**src/rtl/core/dht_pkg.sv**
```systemverilog
// Shared types and constants for the diffraction hyperbola traveltime block.
// Holds field widths, configuration register codes and the beat structs.
// No dependencies.
`default_nettype none

package dht_pkg;

    localparam int APEX_W     = 16;  // Q12.4 apex trace and apex time
    localparam int SLOPE_W    = 16;  // Q4.12 slope scale
    localparam int APER_W     = 6;   // half aperture register
    localparam int SECT_W     = 13;  // section size registers
    localparam int TRACE_W    = 14;  // signed trace number
    localparam int TIME_W     = 13;  // traveltime sample index
    localparam int COUNT_W    = 7;   // results per pick, up to twice the half aperture
    localparam int OFFS_W     = 10;  // absolute Q.4 offset, at most 32*16+8
    localparam int MOFF_W     = OFFS_W + SLOPE_W;
    localparam int MSQ_W      = 2 * MOFF_W;
    localparam int T0SQ_W     = 2 * APEX_W;
    localparam int T0SH       = 24;  // t0 squared is scaled by 2^24 to reach Q.32
    localparam int SUM_W      = T0SQ_W + T0SH + 1;
    localparam int RSH        = 30;  // rounding boundary sits on multiples of 2^30
    localparam int ROOT_W     = 14;
    localparam int RAD_W      = 2 * ROOT_W;
    localparam int REM_W      = ROOT_W + 3;
    localparam int CFG_IDX_W  = 4;
    localparam int CFG_DATA_W = 16;
    localparam int QUEUE_DEPTH = 2;

    typedef enum logic [CFG_IDX_W-1:0] {
        CFG_SLOPE_SCALE     = 4'd0,
        CFG_APERTURE_TRACES = 4'd1,
        CFG_SECTION_TRACES  = 4'd2,
        CFG_SECTION_SAMPLES = 4'd3
    } cfg_index_t;

    typedef struct packed {
        logic [APEX_W-1:0] apex_trace;
        logic [APEX_W-1:0] apex_time;
    } in_item_t;

    typedef struct packed {
        logic signed [TRACE_W-1:0] trace_index;
        logic [TIME_W-1:0]         time_index;
        logic                      inside_res;
        logic                      last;
    } out_item_t;

    // Configuration after saturation to the block limits.
    typedef struct packed {
        logic [SLOPE_W-1:0] slope_scale;
        logic [APER_W-1:0]  half;
        logic [SECT_W-1:0]  ntr;
        logic [SECT_W-1:0]  nsa;
    } cfg_t;

    // One accepted pick, ready for the trace walker.
    typedef struct packed {
        logic signed [TRACE_W-1:0] start_trace;
        logic [COUNT_W-1:0]        count;
        logic [APEX_W-1:0]         apex_trace;
        logic [T0SQ_W-1:0]         t0sq;
    } job_t;

    // Sideband that travels with each trace through the arithmetic pipeline.
    typedef struct packed {
        logic signed [TRACE_W-1:0] trace_index;
        logic                      last;
    } tag_t;

endpackage

`default_nettype wire

```
**src/rtl/core/dht_front.sv**
```systemverilog
// Front end: accepts picks, rounds the apex to a centre trace and builds a job.
// Picks with a zero aperture are taken and dropped here. Depends on dht_pkg.
`default_nettype none

module dht_front
    import dht_pkg::*;
(
    input  wire logic     in_valid,
    input  wire in_item_t in_item,
    output logic          in_ready,
    input  wire cfg_t     cfg,
    input  wire logic     queue_full,
    output logic          push,
    output job_t          job
);

    logic [APEX_W:0]   centre_sum;
    logic [SECT_W-1:0] centre;

    assign centre_sum = {1'b0, in_item.apex_trace} + (APEX_W+1)'(8);
    assign centre     = centre_sum[APEX_W:4];

    assign in_ready = !queue_full;
    assign push     = in_valid && !queue_full && (cfg.half != '0);

    always_comb
    begin
        job.start_trace = TRACE_W'(centre) - TRACE_W'(cfg.half);
        job.count       = {cfg.half, 1'b0};
        job.apex_trace  = in_item.apex_trace;
        job.t0sq        = T0SQ_W'(in_item.apex_time) * T0SQ_W'(in_item.apex_time);
    end

endmodule

`default_nettype wire

```
**src/rtl/core/dht_queue.sv**
```systemverilog
// Short job queue between the front end and the trace walker.
// Two entries of job_t, first in first out. Depends on dht_pkg.
`default_nettype none

module dht_queue
    import dht_pkg::*;
(
    input  wire logic clk,
    input  wire logic rst_n,
    input  wire logic push,
    input  wire job_t push_job,
    output logic      full,
    input  wire logic pop,
    output logic      job_valid,
    output job_t      head_job
);

    localparam int PTR_W = $clog2(QUEUE_DEPTH);

    job_t             entry_reg [QUEUE_DEPTH];
    logic [PTR_W-1:0] wr_ptr_reg, wr_ptr_next;
    logic [PTR_W-1:0] rd_ptr_reg, rd_ptr_next;
    logic [PTR_W:0]   fill_reg, fill_next;
    logic             do_push, do_pop;

    assign full      = (fill_reg == (PTR_W+1)'(QUEUE_DEPTH));
    assign job_valid = (fill_reg != '0);
    assign head_job  = entry_reg[rd_ptr_reg];
    assign do_push   = push && !full;
    assign do_pop    = pop && job_valid;

    always_comb
    begin
        wr_ptr_next = do_push ? wr_ptr_reg + PTR_W'(1) : wr_ptr_reg;
        rd_ptr_next = do_pop ? rd_ptr_reg + PTR_W'(1) : rd_ptr_reg;
        fill_next   = fill_reg;
        if (do_push && !do_pop)
        begin
            fill_next = fill_reg + (PTR_W+1)'(1);
        end
        else if (do_pop && !do_push)
        begin
            fill_next = fill_reg - (PTR_W+1)'(1);
        end
    end

    always_ff @(posedge clk or negedge rst_n)
    begin
        if (!rst_n)
        begin
            wr_ptr_reg <= '0;
            rd_ptr_reg <= '0;
            fill_reg   <= '0;
        end
        else
        begin
            wr_ptr_reg <= wr_ptr_next;
            rd_ptr_reg <= rd_ptr_next;
            fill_reg   <= fill_next;
        end
    end

    always_ff @(posedge clk)
    begin
        if (do_push)
        begin
            entry_reg[wr_ptr_reg] <= push_job;
        end
    end

endmodule

`default_nettype wire

```
**src/rtl/core/dht_sqrt.sv**
```systemverilog
// Pipelined integer square root, one result bit per stage.
// Carries a tag_t sideband alongside each radicand. Depends on dht_pkg.
`default_nettype none

module dht_sqrt
    import dht_pkg::*;
(
    input  wire logic             clk,
    input  wire logic             rst_n,
    input  wire logic             en,
    input  wire logic             in_valid,
    input  wire logic [RAD_W-1:0] rad,
    input  wire tag_t             in_tag,
    output logic                  out_valid,
    output logic [ROOT_W-1:0]     root,
    output tag_t                  out_tag
);

    logic              vld_reg  [ROOT_W];
    logic [REM_W-1:0]  rem_reg  [ROOT_W];
    logic [ROOT_W-1:0] root_reg [ROOT_W];
    logic [RAD_W-1:0]  rad_reg  [ROOT_W];
    tag_t              tag_reg  [ROOT_W];

    logic              vld_in  [ROOT_W];
    logic [REM_W-1:0]  rem_in  [ROOT_W];
    logic [ROOT_W-1:0] root_in [ROOT_W];
    logic [RAD_W-1:0]  rad_in  [ROOT_W];
    tag_t              tag_in  [ROOT_W];

    genvar k;
    generate
        for (k = 0; k < ROOT_W; k++)
        begin : g_stage
            logic [REM_W-1:0] rem_x;
            logic [REM_W-1:0] trial;
            logic             fits;

            if (k == 0)
            begin : g_first
                assign vld_in[k]  = in_valid;
                assign rem_in[k]  = '0;
                assign root_in[k] = '0;
                assign rad_in[k]  = rad;
                assign tag_in[k]  = in_tag;
            end
            else
            begin : g_rest
                assign vld_in[k]  = vld_reg[k-1];
                assign rem_in[k]  = rem_reg[k-1];
                assign root_in[k] = root_reg[k-1];
                assign rad_in[k]  = rad_reg[k-1];
                assign tag_in[k]  = tag_reg[k-1];
            end

            // Bring down the next two radicand bits and try the next root bit.
            assign rem_x = {rem_in[k][REM_W-3:0], rad_in[k][RAD_W-1 -: 2]};
            assign trial = {1'b0, root_in[k], 2'b01};
            assign fits  = (rem_x >= trial);

            always_ff @(posedge clk or negedge rst_n)
            begin
                if (!rst_n)
                begin
                    vld_reg[k] <= 1'b0;
                end
                else if (en)
                begin
                    vld_reg[k] <= vld_in[k];
                end
            end

            always_ff @(posedge clk)
            begin
                if (en)
                begin
                    rem_reg[k]  <= fits ? rem_x - trial : rem_x;
                    root_reg[k] <= {root_in[k][ROOT_W-2:0], fits};
                    rad_reg[k]  <= {rad_in[k][RAD_W-3:0], 2'b00};
                    tag_reg[k]  <= tag_in[k];
                end
            end
        end
    endgenerate

    assign out_valid = vld_reg[ROOT_W-1];
    assign root      = root_reg[ROOT_W-1];
    assign out_tag   = tag_reg[ROOT_W-1];

endmodule

`default_nettype wire

```
**src/rtl/core/dht_back.sv**
```systemverilog
// Back end: walks the traces of one job, squares the offsets and times,
// takes the rounded root and registers each result beat. Depends on dht_pkg, dht_sqrt.
`default_nettype none

module dht_back
    import dht_pkg::*;
(
    input  wire logic clk,
    input  wire logic rst_n,
    input  wire cfg_t cfg,
    input  wire logic job_valid,
    input  wire job_t head_job,
    output logic      pop,
    output logic      out_valid,
    input  wire logic out_ready,
    output out_item_t out_item
);

    logic adv;
    logic issue;

    // Trace walker.
    logic                      busy_reg;
    logic signed [TRACE_W-1:0] cur_trace_reg;
    logic [COUNT_W-1:0]        left_reg;
    logic [APEX_W-1:0]         apex_trace_reg;
    logic [T0SQ_W-1:0]         t0sq_reg;

    // Offset stage.
    logic signed [TRACE_W+4:0] offs;
    logic [TRACE_W+4:0]        offs_mag;
    logic                      a_vld_reg;
    tag_t                      a_tag_reg;
    logic [OFFS_W-1:0]         a_mabs_reg;
    logic [T0SQ_W-1:0]         a_t0sq_reg;

    // Product stages.
    logic                      b_vld_reg;
    tag_t                      b_tag_reg;
    logic [MOFF_W-1:0]         b_moff_reg;
    logic [T0SQ_W-1:0]         b_t0sq_reg;
    logic                      c_vld_reg;
    tag_t                      c_tag_reg;
    logic [MSQ_W-1:0]          c_msq_reg;
    logic [T0SQ_W-1:0]         c_t0sq_reg;
    logic [SUM_W-1:0]          sum;
    logic                      d_vld_reg;
    tag_t                      d_tag_reg;
    logic [RAD_W-1:0]          d_rad_reg;

    // Root and output.
    logic                      r_vld;
    logic [ROOT_W-1:0]         r_root;
    tag_t                      r_tag;
    logic [ROOT_W:0]           root_up;
    logic [ROOT_W-1:0]         t_round;
    logic [TIME_W-1:0]         t_sat;
    logic                      in_sec;
    out_item_t                 out_next;
    logic                      out_valid_reg;
    out_item_t                 out_item_reg;

    // The whole pipeline moves whenever the output register can take a beat.
    assign adv   = !out_valid_reg || out_ready;
    assign pop   = !busy_reg && job_valid;
    assign issue = busy_reg && adv;

    always_ff @(posedge clk or negedge rst_n)
    begin
        if (!rst_n)
        begin
            busy_reg <= 1'b0;
        end
        else if (pop)
        begin
            busy_reg <= 1'b1;
        end
        else if (issue && (left_reg == COUNT_W'(1)))
        begin
            busy_reg <= 1'b0;
        end
    end

    always_ff @(posedge clk)
    begin
        if (pop)
        begin
            cur_trace_reg  <= head_job.start_trace;
            left_reg       <= head_job.count;
            apex_trace_reg <= head_job.apex_trace;
            t0sq_reg       <= head_job.t0sq;
        end
        else if (issue)
        begin
            cur_trace_reg <= cur_trace_reg + TRACE_W'(1);
            left_reg      <= left_reg - COUNT_W'(1);
        end
    end

    // Q.4 offset of the current trace from the apex.
    assign offs     = {cur_trace_reg[TRACE_W-1], cur_trace_reg, 4'b0000}
                      - $signed({3'b000, apex_trace_reg});
    assign offs_mag = offs[TRACE_W+4] ? -offs : offs;

    always_ff @(posedge clk or negedge rst_n)
    begin
        if (!rst_n)
        begin
            a_vld_reg     <= 1'b0;
            b_vld_reg     <= 1'b0;
            c_vld_reg     <= 1'b0;
            d_vld_reg     <= 1'b0;
            out_valid_reg <= 1'b0;
        end
        else if (adv)
        begin
            a_vld_reg     <= issue;
            b_vld_reg     <= a_vld_reg;
            c_vld_reg     <= b_vld_reg;
            d_vld_reg     <= c_vld_reg;
            out_valid_reg <= r_vld;
        end
    end

    // t0^2 * 2^24 + (offset * slope)^2 is Q.32; rounding needs only its bits above 2^30.
    assign sum = (SUM_W'(c_t0sq_reg) << T0SH) + SUM_W'(c_msq_reg);

    always_ff @(posedge clk)
    begin
        if (adv)
        begin
            a_tag_reg.trace_index <= cur_trace_reg;
            a_tag_reg.last        <= (left_reg == COUNT_W'(1));
            a_mabs_reg            <= offs_mag[OFFS_W-1:0];
            a_t0sq_reg            <= t0sq_reg;

            b_tag_reg  <= a_tag_reg;
            b_moff_reg <= MOFF_W'(a_mabs_reg) * MOFF_W'(cfg.slope_scale);
            b_t0sq_reg <= a_t0sq_reg;

            c_tag_reg  <= b_tag_reg;
            c_msq_reg  <= MSQ_W'(b_moff_reg) * MSQ_W'(b_moff_reg);
            c_t0sq_reg <= b_t0sq_reg;

            d_tag_reg <= c_tag_reg;
            d_rad_reg <= RAD_W'(sum[SUM_W-1:RSH]);

            out_item_reg <= out_next;
        end
    end

    dht_sqrt u_sqrt
    (
        .clk       (clk),
        .rst_n     (rst_n),
        .en        (adv),
        .in_valid  (d_vld_reg),
        .rad       (d_rad_reg),
        .in_tag    (d_tag_reg),
        .out_valid (r_vld),
        .root      (r_root),
        .out_tag   (r_tag)
    );

    // Traveltime k is reached once the scaled sum reaches (2k-1)^2, so the
    // rounded time is half of the root plus one.
    assign root_up = {1'b0, r_root} + (ROOT_W+1)'(1);
    assign t_round = root_up[ROOT_W:1];
    assign t_sat   = t_round[ROOT_W-1] ? '1 : t_round[TIME_W-1:0];
    assign in_sec  = !r_tag.trace_index[TRACE_W-1]
                     && (r_tag.trace_index[SECT_W-1:0] < cfg.ntr)
                     && (t_sat < cfg.nsa);

    always_comb
    begin
        out_next.trace_index = r_tag.trace_index;
        out_next.time_index  = t_sat;
        out_next.inside_res  = in_sec;
        out_next.last        = r_tag.last;
    end

    assign out_valid = out_valid_reg;
    assign out_item  = out_item_reg;

endmodule

`default_nettype wire

```
**src/rtl/core/diffraction_hyperbola_traveltime_top.sv**
```systemverilog
// Top level of the diffraction hyperbola traveltime generator.
// Holds the configuration registers and joins front end, job queue and back end.
// Depends on dht_pkg, dht_front, dht_queue, dht_back.
`default_nettype none

// Each input beat is one picked diffraction apex (Q12.4 trace position and
// Q12.4 time). The apex is rounded to a centre trace c and the block emits one
// output beat for every trace from c minus the half aperture up to, but not
// including, c plus the half aperture, in increasing order, carrying the trace
// number, the rounded traveltime sqrt(t0^2 + (offset*slope)^2), an inside flag
// and a last flag on the final beat. A pick taken while the half aperture is
// zero produces no beats. The front end places each accepted pick in a
// two-entry queue, so up to two picks can wait while the back end works.
// The back end loads a new pick only when idle and then issues one trace per
// cycle while the output is not stalled; this trace walker sets the sustained
// rate. Each trace passes four offset and product stages, a fourteen-stage
// square root and an output register. A stall on the output side freezes the
// whole pipeline without losing beats. The configuration port is always
// ready; registers are to be written only while no pick is in flight.

module diffraction_hyperbola_traveltime_top
    import dht_pkg::*;
#(
    parameter int MAX_HALF_APERTURE = 32,
    parameter int MAX_TRACES        = 4096,
    parameter int MAX_SAMPLES       = 4096
)
(
    input  wire logic                  clk,
    input  wire logic                  rst_n,
    input  wire logic                  in_valid,
    output logic                       in_ready,
    input  wire in_item_t              in_item,
    output logic                       out_valid,
    input  wire logic                  out_ready,
    output out_item_t                  out_item,
    input  wire logic                  cfg_valid,
    output logic                       cfg_ready,
    input  wire logic [CFG_IDX_W-1:0]  cfg_index,
    input  wire logic [CFG_DATA_W-1:0] cfg_data
);

    // Configuration registers, reset to their documented defaults.
    logic [SLOPE_W-1:0] slope_scale_reg;
    logic [APER_W-1:0]  aperture_traces_reg;
    logic [SECT_W-1:0]  section_traces_reg;
    logic [SECT_W-1:0]  section_samples_reg;
    cfg_t               cfg;

    logic push;
    job_t push_job;
    logic queue_full;
    logic pop;
    logic job_valid;
    job_t head_job;

    assign cfg_ready = 1'b1;

    always_ff @(posedge clk or negedge rst_n)
    begin
        if (!rst_n)
        begin
            slope_scale_reg     <= SLOPE_W'(4096);
            aperture_traces_reg <= APER_W'(16);
            section_traces_reg  <= SECT_W'(4096);
            section_samples_reg <= SECT_W'(4096);
        end
        else if (cfg_valid)
        begin
            case (cfg_index)
                CFG_SLOPE_SCALE:     slope_scale_reg     <= cfg_data[SLOPE_W-1:0];
                CFG_APERTURE_TRACES: aperture_traces_reg <= cfg_data[APER_W-1:0];
                CFG_SECTION_TRACES:  section_traces_reg  <= cfg_data[SECT_W-1:0];
                CFG_SECTION_SAMPLES: section_samples_reg <= cfg_data[SECT_W-1:0];
                default:             ;
            endcase
        end
    end

    // Register values above the block limits are clamped to those limits.
    always_comb
    begin
        cfg.slope_scale = slope_scale_reg;
        cfg.half = (32'(aperture_traces_reg) > MAX_HALF_APERTURE)
                   ? APER_W'(MAX_HALF_APERTURE) : aperture_traces_reg;
        cfg.ntr  = (32'(section_traces_reg) > MAX_TRACES)
                   ? SECT_W'(MAX_TRACES) : section_traces_reg;
        cfg.nsa  = (32'(section_samples_reg) > MAX_SAMPLES)
                   ? SECT_W'(MAX_SAMPLES) : section_samples_reg;
    end

    dht_front u_front
    (
        .in_valid   (in_valid),
        .in_item    (in_item),
        .in_ready   (in_ready),
        .cfg        (cfg),
        .queue_full (queue_full),
        .push       (push),
        .job        (push_job)
    );

    dht_queue u_queue
    (
        .clk       (clk),
        .rst_n     (rst_n),
        .push      (push),
        .push_job  (push_job),
        .full      (queue_full),
        .pop       (pop),
        .job_valid (job_valid),
        .head_job  (head_job)
    );

    dht_back u_back
    (
        .clk       (clk),
        .rst_n     (rst_n),
        .cfg       (cfg),
        .job_valid (job_valid),
        .head_job  (head_job),
        .pop       (pop),
        .out_valid (out_valid),
        .out_ready (out_ready),
        .out_item  (out_item)
    );

endmodule

`default_nettype wire
```
**config.mk**
```make
export PLATFORM = sky130hd
export DESIGN_NAME = diffraction_hyperbola_traveltime_top
export DESIGN_NICKNAME = d
export VERILOG_FILES = /design/src/rtl/core/dht_pkg.sv /design/src/rtl/core/dht_front.sv /design/src/rtl/core/dht_queue.sv /design/src/rtl/core/dht_sqrt.sv /design/src/rtl/core/dht_back.sv /design/src/rtl/core/diffraction_hyperbola_traveltime_top.sv
export SDC_FILE = /design/constraint.sdc
export NUM_CORES = 2
export LEC_CHECK = 0
export ABC_CLOCK_PERIOD_IN_PS = 39800
export BUFFER_PORTS_ARGS = -buffer_cell sky130_fd_sc_hd__buf_2
export CELL_PAD_IN_SITES_DETAIL_PLACEMENT = 0
export CELL_PAD_IN_SITES_GLOBAL_PLACEMENT = 1
export CORE_ASPECT_RATIO = 1.4
export CORE_MARGIN = 2
export CORE_UTILIZATION = 54
export DETAILED_ROUTE_END_ITERATION = 12
export PLACE_DENSITY = 0.87
export SYNTH_ARGS = -nofsm -noshare
export SYNTH_HDL_FRONTEND = slang
export SYNTH_SLANG_ARGS = --single-unit
```
**constraint.sdc**
```tcl
create_clock -name clk -period 39.8 [get_ports clk]
set_input_delay 9.95 -clock clk [delete_from_list [all_inputs] [get_ports clk]]
set_output_delay 9.95 -clock clk [all_outputs]
set_load 0.01 [all_outputs]
```
Word level (Yosys, flattened, before mapping)
Memory sizes are Yosys's and may differ from the RTL's.
Index checks and enable logic that the tools add are counted.
{ "totals": {"mem_count": 5, "out_inout_bits": 32, "wordCells": 167, "ramBits": 1144, "ff_bits": 441} }
{ "op_classes": {"reduce_logical": 28, "order_cmp": 19, "n_mul": 3, "add_sub_neg": 26, "mux": 31, "n_eq_ne": 5} }
{ "memory_table": {"columns": ["name", "words", "word_bits", "rd", "rd_ports_with_merged_regs", "wr", "line", "text"], "rows": [
  ["u_back.u_sqrt.rad_reg", 14, 26, 13, 0, 14, "dht_sqrt.sv:22", "logic [RAD_W-1:0] rad_reg [ROOT_W];"],
  ["u_back.u_sqrt.rem_reg", 14, 17, 13, 0, 14, "dht_sqrt.sv:20", "logic [REM_W-1:0] rem_reg [ROOT_W];"],
  ["u_back.u_sqrt.tag_reg", 14, 15, 14, 0, 14, "dht_sqrt.sv:23", "tag_t tag_reg [ROOT_W];"],
  ["u_back.u_sqrt.root_reg", 14, 14, 14, 0, 14, "dht_sqrt.sv:21", "logic [ROOT_W-1:0] root_reg [ROOT_W];"],
  ["u_queue.entry_reg", 2, 68, 1, 0, 1, "dht_queue.sv:20", "job_t entry_reg [QUEUE_DEPTH];"]
]} }
{ "ops": {"columns": ["cell", "count"], "rows": [
  ["17-bit two-way mux", 14],
  ["17-bit by 16-bit greater-or-equal comparator with 1-bit output", 13],
  ["17-bit by 16-bit subtractor with 17-bit output", 13],
  ["56-bit by 52-bit adder with 57-bit output", 1],
  ["26-bit by 26-bit multiplier with 52-bit output", 1],
  ["13-bit two-way mux", 3],
  ["16-bit by 16-bit multiplier with 32-bit output", 1],
  ["14-bit two-way mux", 2],
  ["13-bit > comparator (second input constant)", 2],
  ["13-bit less-than comparator", 2],
  ["10-bit by 16-bit multiplier with 26-bit output", 1],
  ["18-bit by 17-bit subtractor with 19-bit output", 1],
  ["16-bit by 4-bit adder with 17-bit output (second input constant)", 1],
  ["14-bit by 1-bit adder with 15-bit output (second input constant)", 1],
  ["14-bit by 2-bit adder with 14-bit output (second input constant)", 1],
  ["7-bit two-way mux", 2],
  ["13-bit by 6-bit subtractor with 14-bit output", 1],
  ["1-bit logical AND", 11],
  ["10-bit two-way mux", 1],
  ["10-bit negator", 1],
  ["4-bit by 2-bit equality test with 1-bit output (second input constant)", 2],
  ["2-bit AND reduction", 4],
  ["2-bit nonzero test", 4],
  ["7-bit by 1-bit equality test with 1-bit output (second input constant)", 1],
  ["16 further kinds", 28]
]} }

Depth between registers and ports, before layout
{ "logic_depth": {"ltp_word": 9, "depth_mapped": 28, "mapped_depth_nobuf": 27} }

By module
From an unflattened synthesis, not the netlist that was laid out.
{ "hier_totals": {"hier_cells": 6634, "hier_area_um2": 81974.9} }
{ "by_module_without_submodules": {"columns": ["mod", "area_per_inst_um2", "instances", "cells_each"], "rows": [
  ["dht_back", 37659.9, 1, 3443],
  ["dht_sqrt", 28366.0, 1, 1827],
  ["dht_front", 8333.0, 1, 989],
  ["dht_queue", 5529.1, 1, 234],
  ["diffraction_hyperbola_traveltime_top", 2087.0, 1, 141]
]} }

Worst setup path after synthesis
No wires, ideal clock.
{ "synth_path": {"path_type": "input to register", "from": "input out_ready", "to": "register u_back.a_mabs_reg[0] (enable)", "arrival_ns": 35.932, "slack_ns": 2.183, "path_stages": 4, "setup_ns": 1.685, "path_cell_list": "nor2b_1 clkbuf_1 inv_1 clkbuf_1"} }
{ "synth_via": {"elab_chain_len": 1} }
{ "synth_rtl": {"columns": ["element", "line", "text"], "rows": [
  ["start: declaration", "diffraction_hyperbola_traveltime_top.sv:35", "input wire logic out_ready,"],
  ["1-bit logical OR", "dht_back.sv:64", "assign adv = !out_valid_reg || out_ready;"],
  ["end signal: assignment", "dht_back.sv:134", "a_mabs_reg <= offs_mag[OFFS_W-1:0];"],
  ["end: declaration", "dht_back.sv:34", "logic [OFFS_W-1:0] a_mabs_reg;"]
]} }
Every way passes these cells.
A chain may end at the register's enable or synchronous reset.

==> impl_metrics.toml <==
[run_status]
status = "finished, final reports clean"

[sta]
fmax_mhz = 63.7
final_period_minus_worst_setup_slack_ns = 15.70
worst_slew_margin_rel_pct = 22.9
fin_worst_hold_slack_ns = 0.404
rsz0062_at_grt = "false"
period_share_pct = 39.5
clock-skew-final_ns = 0.0338
final-max-slew-violation-count = 0
finalHoldViolCount = 0
setup-tns-final_ns = 0
worst_max_slew_pin_slew_ns = 1.16
final_setup_viols = 0

[setup_path]
timing.critical_path.fanout_max = 12
cp_cell_sequence = "buf_2 > inv_1 > nor2_1 > fa_1 > fa_1 > inv_1 > fa_1 > inv_1 > fa_1 > inv_1 > fa_1 > fa_1 > inv_1 > ha_1 > nand4_1 > nor2_1 > nand3_1 > a211oi_1 > o41ai_2 > a211oi_1 > o31ai_1 > o21ai_0 > a21o_1 > xor2_1"
timing.setup.critical_path_class = "in2reg"
timing.critical_path.to_type = "register"
crit_path_max_incr_delay_ns = 0.55
ff2ff_path_depth = 24
worst_setup_path_start_kind = "input pin"
worst_path_most_repeated_cell = "sky130_fd_sc_hd__fa_1"
timing.critical_path.required_ns = 40.38
crit_slowest_cell = "sky130_fd_sc_hd__fa_1"
critPathArrivalTime_ns = 16.28

[synthesis]
synth_largest_area_cell = "sky130_fd_sc_hd__edfxtp_1"
ys.warnings.count = 0
mappedNetlistArea_mm2 = 0.0792
syn_area_per_cell_um2 = 12.2
ys_dominant_reg_cell = "sky130_fd_sc_hd__edfxtp_1"
synthMostInstantiatedCell = "sky130_fd_sc_hd__inv_1"
async_set_or_reset_register_ratio_after_synthesis_pct = 5.90
synthCells = 6467
netlist_top_cells_count = "sky130_fd_sc_hd__inv_1, sky130_fd_sc_hd__edfxtp_1, sky130_fd_sc_hd__fa_1"
postSynthNetCount = 7853
number_of_synthesized_register_bits = 1220
synth_top_cells_by_area = "sky130_fd_sc_hd__edfxtp_1, sky130_fd_sc_hd__fa_1, sky130_fd_sc_hd__ha_1"
count_of_flip_flops_with_a_built_in_enable_after_synthesis = 1148
netlist.area_leader.share_pct = 43.5
synth_seq_area_share_pct = 45.8
synth_cell_type_count = 77

[place]
dpl-instance-area_mm2 = 0.0818
place_hpwl_mm = 108
gp_congestion = 0.867
port-buffer-count = 87

[layout]
final_util_pct = 58.5
largest_register_ffs = 210
layout.filler_cells = 11600
area_growth_pct = 7.91
stdcell_area_mm2 = 0.0855
post_route_cells_drive_above_1_share_pct = 7.04
design.final.nets = 7940

[clock_tree]
ctsRootBufferMaster = "sky130_fd_sc_hd__clkbuf_16"
clock_tree.buffer_depth = 3
post-cts-setup-buffer-count = 0
num_cts_buffers = 112
tritoncts_clock_tree = "done"
cts_hold_buf = 0
cts_num_sinks = 1220
post_cts.resized_instances = 0
insertion_delay_ns = 0.76
cts_htree_levels = 3
clk_transition_reported_paths_ns = 0.06

[global_route]
grt_overflow = 0
number_of_global_route_vias_before_repair = 48300
global_route_track_usage_on_met3_pct = 2.39
grt.busiest_layer = "met2"
grt_first_pass_wirelength_mm = 238
grt_start_max_net_pins = 220
grtUsageMet1_pct = 22.9
grtUsageMet2_pct = 37.2
grtUsageTotal_pct = 19.8
number_of_antenna_violations_at_the_first_check_in_global_routing = 2

[floorplanning]
die_x_um = 328
core_box_area_mm2 = 0.146
die_height_um = 457
initial_utilization_pct = 54.2
rows = 166
die-area_mm2 = 0.150
io-pin-count = 89

[routing]
antenna_left = 0
post-route-drc-count = 0
drtPass1Iterations = 5
detail_route.vias_per_cell = 5.26
dr.first_iter.drc_count = 2184
post_detailed_route_wirelength_per_cell_um = 16.7
dr_total_vias = 45100
routed_wirelength_mm = 143

[job]
max_cap_violations = 0

[hold_path]
hold_depth = 0
holdCritPathClass = "reg2reg"
## placed cells by master, fill, tap and decap left out, drive strengths merged, types with 9 or more instances in the layout
cell     count
or2         25
clkbuf     131
fa         787
nor2       250
a21o        87
edfxtp    1148
mux2       114
o21bai      19
nand2b      44
nand4       38
xor2       103
inv       1232
bufinv       9
o21ai      142
or4          9
a211oi      26
a21oi      190
ha         542
xnor2      196
mux2i       14
a2111oi     10
or3         20
nor4        29
and3        23
nand2      577
o31ai       14
and2       260
o21a        52
dfrtp       68
nor3        60
nor2b       68
nand3       62
a21boi      12
clkinv      50
a31oi       17
buf        126
## kinds of logic after synthesis
kind of cell,Yosys count,share of synthesized area [%]
AOI/OAI and AO/OA,629,5.11
xor gates and xnor gates,299,3.31
adders and majority gates,1329,28.5
buffers and inverters,1377,6.54
DFF,1220,45.8
muxes,128,1.80
other,2,0.00948
and+or+nand+nor,1483,8.97
## worst max-delay path: cells and delay by family
family,cells,cell delay (ns)
fa+ha+maj,7,3.22
compound gates,6,1.60
buf+inv,6,0.69
simple gates,4,0.66
xor+xnor,1,0.17
## layout make-up
| type | instances | area [um^2] | area share (%) |
|---|---|---|---|
| flip-flops and latches | 1220 | 36300 | 42.5 |
| clock buffers | 131 | 2920 | 3.41 |
| clock inverters | 75 | 728 | 0.852 |
| repair buffers | 126 | 756 | 0.884 |
| multi-input cells | 3870 | 37800 | 44.2 |
| diodes | 1 | 2.50 | 0.00293 |
| inverters | 1224 | 4600 | 5.38 |
| well taps | 1932 | 2420 | 2.83 |
## metal layers
layer  part of all wire (%)  wire length, um
met1                     38            54700
met2                     55            78600
met3                    3.7             5370
met4                    3.3             4720
met5                      0                0
## through the flow
step | cells | setup WS [ns]
3_5_place_dp | 8372 | 23.35
2_1_floorplan | 6467 | 2.18
3_3_place_gp | 8372 | 23.36
5_1_grt | 8578 | 23.78
6_report | 8579 | 24.10
4_1_cts | 8578 | 24.13
## path summary, 6_finish.rpt
path,slack [ns],end,startpoint
min in group asynchronous,9.36,u_queue.rd_ptr_reg,rst_n
max in group asynchronous,29.70,u_queue.rd_ptr_reg,rst_n
setup / recovery,24.10,u_queue.entry_reg[0][30],in_item[3]
setup reg to reg,31.51,u_back.c_msq_reg[51],u_back.b_moff_reg[11]
hold / removal,0.40,u_back.u_sqrt.tag_reg[0][3],u_back.d_tag_reg[3]
hold reg to reg,0.40,u_back.u_sqrt.tag_reg[0][3],u_back.d_tag_reg[3]
Power is left out: the tool's default activity adds up to more than one toggle a clock period on the data nets, which glitch-free logic cannot reach.
